[src/rtl/core/kpc_pkg.sv]
// ----------------------------------------------------------------------------
// kpc_pkg: shared types and constants of the key press classifier
// Event codes, register indexes, register reset values and the config bundle.
// ----------------------------------------------------------------------------
package kpc_pkg;

	// Register field, timer and event code widths
	localparam int unsigned TICK_W  = 8;
	localparam int unsigned LIMIT_W = 12;
	localparam int unsigned TIMER_W = 13;
	localparam int unsigned EVENT_W = 2;

	// APB geometry
	localparam int unsigned ADDR_W = 5;
	localparam int unsigned DATA_W = 32;
	localparam int unsigned IDX_W  = 3;

	// Event codes reported once per tick
	typedef enum logic [EVENT_W-1:0] {
		EV_NONE   = 2'd0,
		EV_SHORT  = 2'd1,
		EV_LONG   = 2'd2,
		EV_DOUBLE = 2'd3
	} event_t;

	// Register indexes (byte address = 4 * index)
	typedef enum logic [IDX_W-1:0] {
		REG_LONG_ENABLE   = 3'd0,
		REG_DOUBLE_ENABLE = 3'd1,
		REG_TICK_MS       = 3'd2,
		REG_LONG_LIMIT    = 3'd3,
		REG_SHORT_LIMIT   = 3'd4,
		REG_DOUBLE_GAP    = 3'd5
	} reg_idx_t;

	// Reset values
	localparam logic               RST_LONG_ENABLE   = 1'b1;
	localparam logic               RST_DOUBLE_ENABLE = 1'b0;
	localparam logic [TICK_W-1:0]  RST_TICK_MS       = 8'd20;
	localparam logic [LIMIT_W-1:0] RST_LONG_LIMIT    = 12'd800;
	localparam logic [LIMIT_W-1:0] RST_SHORT_LIMIT   = 12'd200;
	localparam logic [LIMIT_W-1:0] RST_DOUBLE_GAP    = 12'd200;

	// Configuration bundle from the register block to the classifier
	typedef struct packed {
		logic               long_enable;
		logic               double_enable;
		logic [TICK_W-1:0]  tick_ms;
		logic [LIMIT_W-1:0] long_limit;
		logic [LIMIT_W-1:0] short_limit;
		logic [LIMIT_W-1:0] double_gap;
	} cfg_t;

endpackage

[src/rtl/core/kpc_pin_if.sv]
// ----------------------------------------------------------------------------
// kpc_pin_if: sampled key pin channel
// One transaction carries one sampling tick of the raw active-low pin.
// ----------------------------------------------------------------------------
interface kpc_pin_if;
	logic valid;
	logic ready;
	logic pin_level;

	modport source (output valid, output pin_level, input ready);
	modport sink (input valid, input pin_level, output ready);
endinterface

[src/rtl/core/kpc_event_if.sv]
// ----------------------------------------------------------------------------
// kpc_event_if: key event channel
// One transaction carries the event code of one tick.
// ----------------------------------------------------------------------------
interface kpc_event_if;
	logic       valid;
	logic       ready;
	logic [1:0] event_code;

	modport source (output valid, output event_code, input ready);
	modport sink (input valid, input event_code, output ready);
endinterface

[src/rtl/core/key_press_classifier.sv]
// ----------------------------------------------------------------------------
// key_press_classifier: short / long / double press detector
// Classifies sampled ticks of an active-low key pin into key events.
// ----------------------------------------------------------------------------
// Each input transaction is one sampling tick and produces exactly one event
// transaction (none, short, long or double). A tick is registered on entry,
// classified against the key state while held in the input register and written
// to the output register; one tick is taken every cycle as long as the output is
// drained, and the only limit is the combinational timer add and compare path.
// The user must see that registers are written through the APB port only while
// no tick is in flight; the block does not enforce it. pready is always high.
module key_press_classifier (
	input  logic                       clk,
	input  logic                       arst_n,
	kpc_pin_if.sink                    key_in,
	kpc_event_if.source                event_out,
	input  logic                       psel,
	input  logic                       penable,
	input  logic                       pwrite,
	input  logic [kpc_pkg::ADDR_W-1:0] paddr,
	input  logic [kpc_pkg::DATA_W-1:0] pwdata,
	output logic [kpc_pkg::DATA_W-1:0] prdata,
	output logic                       pready
);
	import kpc_pkg::*;

	cfg_t   cfg;
	logic   valid_s1;
	logic   pin_s1;
	logic   valid_s2;
	event_t code_s2;
	event_t code;
	logic   adv;
	logic   step;

	kpc_cfg_regs u_regs (
		.clk     (clk),
		.arst_n  (arst_n),
		.psel    (psel),
		.penable (penable),
		.pwrite  (pwrite),
		.paddr   (paddr),
		.pwdata  (pwdata),
		.prdata  (prdata),
		.pready  (pready),
		.cfg     (cfg)
	);

	kpc_classify u_classify (
		.clk        (clk),
		.arst_n     (arst_n),
		.cfg        (cfg),
		.step       (step),
		.pin_level  (pin_s1),
		.event_code (code)
	);

	// Flow control: stage 2 frees when empty or taken, stage 1 when empty or when it moves on
	assign adv          = !valid_s2 || event_out.ready;
	assign step         = valid_s1 && adv;
	assign key_in.ready = !valid_s1 || adv;

	// Input register
	always_ff @(posedge clk or negedge arst_n) begin
		if (!arst_n) begin
			valid_s1 <= 1'b0;
		end else if (key_in.ready) begin
			valid_s1 <= key_in.valid;
		end
	end

	always_ff @(posedge clk) begin
		if (key_in.ready && key_in.valid) begin
			pin_s1 <= key_in.pin_level;
		end
	end

	// Result register
	always_ff @(posedge clk or negedge arst_n) begin
		if (!arst_n) begin
			valid_s2 <= 1'b0;
		end else if (adv) begin
			valid_s2 <= valid_s1;
		end
	end

	always_ff @(posedge clk) begin
		if (step) begin
			code_s2 <= code;
		end
	end

	assign event_out.valid      = valid_s2;
	assign event_out.event_code = code_s2;

endmodule

[src/rtl/core/kpc_cfg_regs.sv]
// ----------------------------------------------------------------------------
// kpc_cfg_regs: APB register block
// Holds the six configuration registers; writes to unmapped indexes are dropped.
// ----------------------------------------------------------------------------
module kpc_cfg_regs (
	input  logic                       clk,
	input  logic                       arst_n,
	input  logic                       psel,
	input  logic                       penable,
	input  logic                       pwrite,
	input  logic [kpc_pkg::ADDR_W-1:0] paddr,
	input  logic [kpc_pkg::DATA_W-1:0] pwdata,
	output logic [kpc_pkg::DATA_W-1:0] prdata,
	output logic                       pready,
	output kpc_pkg::cfg_t              cfg
);
	import kpc_pkg::*;

	cfg_t             cfg_q;
	logic             wr_en;
	logic [IDX_W-1:0] idx;

	assign pready = 1'b1;
	assign wr_en  = psel && penable && pwrite;
	assign idx    = paddr[ADDR_W-1:2];
	assign cfg    = cfg_q;

	// Register writes
	always_ff @(posedge clk or negedge arst_n) begin
		if (!arst_n) begin
			cfg_q.long_enable   <= RST_LONG_ENABLE;
			cfg_q.double_enable <= RST_DOUBLE_ENABLE;
			cfg_q.tick_ms       <= RST_TICK_MS;
			cfg_q.long_limit    <= RST_LONG_LIMIT;
			cfg_q.short_limit   <= RST_SHORT_LIMIT;
			cfg_q.double_gap    <= RST_DOUBLE_GAP;
		end else if (wr_en) begin
			unique case (idx)
				REG_LONG_ENABLE:   cfg_q.long_enable   <= pwdata[0];
				REG_DOUBLE_ENABLE: cfg_q.double_enable <= pwdata[0];
				REG_TICK_MS:       cfg_q.tick_ms       <= pwdata[TICK_W-1:0];
				REG_LONG_LIMIT:    cfg_q.long_limit    <= pwdata[LIMIT_W-1:0];
				REG_SHORT_LIMIT:   cfg_q.short_limit   <= pwdata[LIMIT_W-1:0];
				REG_DOUBLE_GAP:    cfg_q.double_gap    <= pwdata[LIMIT_W-1:0];
				default: ;
			endcase
		end
	end

	// Read mux
	always_comb begin
		prdata = '0;
		unique case (idx)
			REG_LONG_ENABLE:   prdata[0] = cfg_q.long_enable;
			REG_DOUBLE_ENABLE: prdata[0] = cfg_q.double_enable;
			REG_TICK_MS:       prdata[TICK_W-1:0] = cfg_q.tick_ms;
			REG_LONG_LIMIT:    prdata[LIMIT_W-1:0] = cfg_q.long_limit;
			REG_SHORT_LIMIT:   prdata[LIMIT_W-1:0] = cfg_q.short_limit;
			REG_DOUBLE_GAP:    prdata[LIMIT_W-1:0] = cfg_q.double_gap;
			default:           prdata = '0;
		endcase
	end

endmodule

[src/rtl/core/kpc_classify.sv]
// ----------------------------------------------------------------------------
// kpc_classify: press classification state and next-state logic
// Holds the key state and both timers; one tick is applied when step is high.
// ----------------------------------------------------------------------------
module kpc_classify (
	input  logic                 clk,
	input  logic                 arst_n,
	input  kpc_pkg::cfg_t        cfg,
	input  logic                 step,
	input  logic                 pin_level,
	output kpc_pkg::event_t      event_code
);
	import kpc_pkg::*;

	logic               prev_pressed_q;
	logic [TIMER_W-1:0] hold_time_q;
	logic               first_release_q;
	logic [TIMER_W-1:0] gap_time_q;

	logic               now;
	logic [TIMER_W-1:0] hold_d;
	logic [TIMER_W-1:0] gap_d;
	logic               first_d;
	event_t             code;
	logic [TIMER_W-1:0] tick_ext;
	logic [TIMER_W-1:0] long_ext;
	logic [TIMER_W-1:0] short_ext;
	logic [TIMER_W-1:0] gap_ext;

	assign now       = ~pin_level;
	assign tick_ext  = {{(TIMER_W-TICK_W){1'b0}}, cfg.tick_ms};
	assign long_ext  = {{(TIMER_W-LIMIT_W){1'b0}}, cfg.long_limit};
	assign short_ext = {{(TIMER_W-LIMIT_W){1'b0}}, cfg.short_limit};
	assign gap_ext   = {{(TIMER_W-LIMIT_W){1'b0}}, cfg.double_gap};

	// Rules applied in order; a later rule overrides the event code
	always_comb begin
		hold_d  = hold_time_q;
		gap_d   = gap_time_q;
		first_d = first_release_q;
		code    = EV_NONE;

		// press edge
		if (!prev_pressed_q && now && cfg.long_enable) begin
			hold_d = '0;
		end
		// holding
		if (prev_pressed_q && now && cfg.long_enable && (hold_d <= long_ext)) begin
			hold_d = hold_d + tick_ext;
		end
		// long press, repeats while held
		if (prev_pressed_q && cfg.long_enable && (hold_d > long_ext)) begin
			code   = EV_LONG;
			hold_d = short_ext + {{(TIMER_W-1){1'b0}}, 1'b1};
		end
		// release after a short hold
		if (prev_pressed_q && !now && (hold_d <= short_ext)) begin
			if (!cfg.double_enable) begin
				code = EV_SHORT;
			end else if (!first_d) begin
				first_d = 1'b1;
				gap_d   = '0;
			end else if (gap_d <= gap_ext) begin
				code    = EV_DOUBLE;
				first_d = 1'b0;
			end
		end
		// gap timeout turns a pending first release into a short press
		if (first_d) begin
			gap_d = gap_d + tick_ext;
			if (gap_d > gap_ext) begin
				code    = EV_SHORT;
				first_d = 1'b0;
			end
		end
	end

	assign event_code = code;

	// State update once per accepted tick
	always_ff @(posedge clk or negedge arst_n) begin
		if (!arst_n) begin
			prev_pressed_q  <= 1'b0;
			hold_time_q     <= '0;
			first_release_q <= 1'b0;
			gap_time_q      <= '0;
		end else if (step) begin
			prev_pressed_q  <= now;
			hold_time_q     <= hold_d;
			first_release_q <= first_d;
			gap_time_q      <= gap_d;
		end
	end

endmodule

[src/flat_wrapper.sv]
// flat-port wrapper written by rule: the top's interface ports become plain ports
module key_press_classifier_flat import kpc_pkg::*;
  (clk, arst_n, psel, penable, pwrite, paddr, pwdata, prdata, pready, key_in_valid, key_in_pin_level, key_in_ready, event_out_valid, event_out_event_code, event_out_ready);
  kpc_pin_if key_in_i ();
  kpc_event_if event_out_i ();
  input  logic clk;
  input  logic arst_n;
  input  logic psel;
  input  logic penable;
  input  logic pwrite;
  input  logic [kpc_pkg::ADDR_W-1:0] paddr;
  input  logic [kpc_pkg::DATA_W-1:0] pwdata;
  output logic [kpc_pkg::DATA_W-1:0] prdata;
  output logic pready;
  input wire logic [$bits(key_in_i.valid)-1:0] key_in_valid;
  input wire logic [$bits(key_in_i.pin_level)-1:0] key_in_pin_level;
  output wire logic [$bits(key_in_i.ready)-1:0] key_in_ready;
  output wire logic [$bits(event_out_i.valid)-1:0] event_out_valid;
  output wire logic [$bits(event_out_i.event_code)-1:0] event_out_event_code;
  input wire logic [$bits(event_out_i.ready)-1:0] event_out_ready;
  assign key_in_i.valid = key_in_valid;
  assign key_in_i.pin_level = key_in_pin_level;
  assign key_in_ready = key_in_i.ready;
  assign event_out_valid = event_out_i.valid;
  assign event_out_event_code = event_out_i.event_code;
  assign event_out_i.ready = event_out_ready;
  key_press_classifier u_core (.clk(clk), .arst_n(arst_n), .key_in(key_in_i), .event_out(event_out_i), .psel(psel), .penable(penable), .pwrite(pwrite), .paddr(paddr), .pwdata(pwdata), .prdata(prdata), .pready(pready));
endmodule
[config.mk]
export PLATFORM = sky130hd
export DESIGN_NAME = key_press_classifier_flat
export DESIGN_NICKNAME = d
export VERILOG_FILES = /design/src/rtl/core/kpc_pkg.sv /design/src/rtl/core/kpc_pin_if.sv /design/src/rtl/core/kpc_event_if.sv /design/src/rtl/core/key_press_classifier.sv /design/src/rtl/core/kpc_cfg_regs.sv /design/src/rtl/core/kpc_classify.sv /design/src/flat_wrapper.sv
export SDC_FILE = /design/constraint.sdc
export NUM_CORES = 1
export LEC_CHECK = 0
export ABC_CLOCK_PERIOD_IN_PS = 14930
export BUFFER_PORTS_ARGS = -buffer_cell sky130_fd_sc_hd__buf_2
export CAP_MARGIN = 15
export CORE_MARGIN = 1.5
export CORE_UTILIZATION = 25
export CTS_CLUSTER_SIZE = 20
export DETAILED_ROUTE_END_ITERATION = 10
export GPL_ROUTABILITY_DRIVEN = 0
export PLACE_DENSITY = 0.52
export SYNTH_ARGS = -nofsm -noshare
export SYNTH_HDL_FRONTEND = slang
export SYNTH_SLANG_ARGS = --single-unit
[constraint.sdc]
create_clock -name clk -period 14.93 [get_ports clk]
set_clock_uncertainty 0.2 [all_clocks]
set_input_delay 0.7465 -clock clk [delete_from_list [all_inputs] [get_ports clk]]
set_output_delay 0.7465 -clock clk [all_outputs]
set_load 0.03 [all_outputs]
==> results_dict.tcl <==
set metrics [dict create \
    status "finished, final reports clean" \
    slew-limit-headroom_pct 31.5 \
    yosysWarnings 0 \
    pin_count 82 \
    vias 5802 \
    wire_per_inst_um 16.6 \
    rsz0062_at_grt "no" \
    path_class "flop to flop" \
    ys_async_sr_fraction_pct 96.2 \
    cts_tree "yes" \
    cts_setup_buffers 0 \
    die_w_um 168 \
    syn-cell-area_sq_mm 0.00682 \
    crit_fanout 21 \
    slew_viol_final 0 \
    port-buffer-count 38 \
    synth_top_area_cell "dfrtp_1" \
    clk_pin_slew_ns 0.06 \
    start_kind "flop" \
    clkSinkCount 79 \
    fin_ws_ns 2.80 \
    via_per_inst 4.95 \
    final_area_sq_mm 0.00755 \
    antenna_found_initial 0 \
    dp_slack_ns 2.92 \
    syn_to_final_growth_pct 10.8 \
    synth_area_leaders "dfrtp_1 (23%), ha_1 (12%), nand2_1 (5.8%), o21ai_0 (5.1%), mux2_2 (4.8%)" \
    cpPeakStageDelay_ns 0.70 \
    track_usage_pct 14.1 \
    dp_hpwl_um 15300 \
    reg2reg_setup_slack_ns 2.80 \
    dr.pass1.iters 5 \
    leakage_nw 3.44 \
    critPathCaptureType "flop" \
    synth-seq-cells 79 \
    drt_iter0_drc 380 \
    die_y_um 168 \
    ys_seq_area_share_pct 29.4 \
    fmax_ghz 0.0825 \
    yosys.area.top_type_share_pct 23.5 \
    layout.nets 940 \
    drc 0 \
    hold_viol 0 \
    hold_buffers 0 \
    core-area_sq_mm 0.0269 \
    hp-class "flop to flop" \
    worstReg2RegStart "u_core.u_regs.cfg[45]$_DFFE_PN1P_" \
    syn_inst 802 \
    die_area_sq_mm 0.0283 \
    grt_pass1_wl_um 31300 \
    layout-drive-gt1-share_pct 13.8 \
    synthTopCellsByCount "nand2_1 (105), o21ai_0 (69), ha_1 (68), dfrtp_1 (64), inv_1 (64)" \
    htree_levels 3 \
    crit_start "u_core.u_regs.cfg[45]$_DFFE_PN1P_" \
    cp.required_ns 14.80 \
    finalSetupViolations 0 \
    grt_max_degree 77 \
    synth-main-ff-cell "dfrtp_1" \
    cts.path.max_buffers 2 \
    finalCoreUtilization_pct 28.1 \
    first_global_vias 5696 \
    place_area_sq_mm 0.00727 \
    fillerInstances 2933 \
    clock_latency_ns 0.35 \
    p_per_area_mw_per_mm2 178 \
    row_count 60 \
    regArea_sq_mm 0.00201 \
    tightest_slew_ns 1.03 \
    peakVddDrop_mv 0.0903 \
    start_util_pct 25.4 \
    synth-edff-count 3 \
    yosysUniqueCellTypes 78 \
    cp_slowest_cell "or3b_1" \
    cts_resized 0 \
    antennaDiodeCount 0 \
    overflow 0 \
    whs_ns 0.289 \
    finalCriticalPeriod_ns 12.13 \
    multi_input_comb_area_sq_mm 0.00434 \
    postRouteAntennaNets 0 \
    syn-mean-instance-area_sq_um 8.50 \
    finalSetupTns_ns 0 \
    drv_cap 0 \
    timing.final.crit_share_pct 81.2 \
    root_buffer "clkbuf_16" \
    arrival_ns 12.00 \
    cts_buffers 9 \
    holdCritStartpoint "u_core.u_classify.hold_time_q[0]$_DFFE_PN0P_" \
    wl_um 19500 \
    synth_most_common_cell "nand2_1" \
]
## placed cells by master, fill, tap and decap left out, types with 8 or more instances in the layout
cell type | synthesis | final
mux2_2 | 29 | 29
nand4_1 | 13 | 13
a21o_1 | 14 | 14
buf_2 | 4 | 37
dfrtp_1 | 64 | 64
buf_4 | 21 | 8
ha_1 | 68 | 68
nand3_1 | 21 | 21
nor2_1 | 34 | 34
dfstp_2 | 12 | 12
nor3_1 | 12 | 12
xnor2_1 | 30 | 30
a21oi_1 | 35 | 35
and2_1 | 8 | 8
a31oi_1 | 11 | 11
nor2b_1 | 15 | 15
nand2_1 | 105 | 105
conb_1 | 2 | 21
and3_1 | 10 | 10
nand2b_1 | 12 | 12
inv_1 | 64 | 64
mux2i_1 | 11 | 11
o21ai_0 | 69 | 69
clkbuf_16 | 0 | 9
## per-stage QoR
| step | total power [mW] | std cells |
|---|---|---|
| floorplan | 0.933 | 821 |
| global placement | 1.11 | 1156 |
| detailed placement | 1.12 | 1156 |
| CTS | 1.35 | 1172 |
| global route | 1.48 | 1172 |
| finish | 1.35 | 1172 |
## flip-flops by register name (all words and copies together) (netlist names)
signal / count
u_core.u_regs.cfg: 46
u_core.u_classify.gap_time_q: 13
u_core.u_classify.hold_time_q: 13
u_core.event_out.event_code: 2
u_core.event_out.valid: 1
u_core.pin_s1: 1
u_core.u_classify.first_release_q: 1
u_core.u_classify.prev_pressed_q: 1
u_core.valid_s1: 1
## power breakdown
group	internal [mW]	switching (mW)	leakage, nW	total, mW
registers	0.285	0.0862	0.903	0.371
logic	0.326	0.421	2.39	0.748
clock network	0.128	0.0986	0.139	0.227
## cell families (layout without fill, tap and decap cells)
| family | after synthesis | in the layout | share of synthesized area, % |
|---|---|---|---|
| DFF | 79 | 79 | 29.4 |
| other | 2 | 21 | 0.110 |
| buffers and inverters | 116 | 126 | 7.94 |
| and+or+nand+nor | 258 | 258 | 18.8 |
| muxes | 47 | 47 | 7.67 |
| AOI/OAI and AO/OA | 196 | 196 | 18.7 |
| xor gates and xnor gates | 34 | 34 | 4.37 |
| adders and majority gates | 70 | 70 | 12.9 |
## per-layer routing
| layer | up-vias | global-route usage [%] | share of wire (%) |
|---|---|---|---|
| li1 | 2873 | - | - |
| met4 | 0 | 3.53 | 1.4 |
| met2 | 106 | 24.5 | 48 |
| met3 | 19 | 1.72 | 2.9 |
| met1 | 2804 | 18.7 | 47 |
| met5 | - | 0 | 0 |
## worst paths after layout
check                           cells after the start                                      endpoint
worst max-delay path                               46      u_core.event_out.event_code[0]$_DFFE_PP_
worst min-delay path                                2  u_core.u_classify.hold_time_q[0]$_DFFE_PN0P_
worst max register to register                     46      u_core.event_out.event_code[0]$_DFFE_PP_
worst min register to register                      2  u_core.u_classify.hold_time_q[0]$_DFFE_PN0P_
max in group asynchronous                           1             u_core.u_regs.cfg[25]$_DFFE_PN0P_
min in group asynchronous                           1   u_core.u_classify.gap_time_q[5]$_DFFE_PN0P_
## final cells by class
| type | count | area share, % |
|---|---|---|
| tap | 341 | 5.65 |
| sequential | 79 | 26.6 |
| clock inverter | 7 | 0.845 |
| multi-input combinational | 626 | 57.5 |
| timing repair buffer | 45 | 3.25 |
| clock buffer | 9 | 2.98 |
| inverter | 65 | 3.23 |
## critical path, delay by kind of cell (launching register included)
kind | cells | cell delay [ns]
flops | 1 | 0.59
compound gates | 23 | 5.84
mux | 1 | 0.43
xor+xnor | 2 | 0.42
fa+ha+maj | 6 | 1.70
buf+inv | 2 | 0.31
simple gates | 12 | 2.33
(Power assumes the default switching activity.)
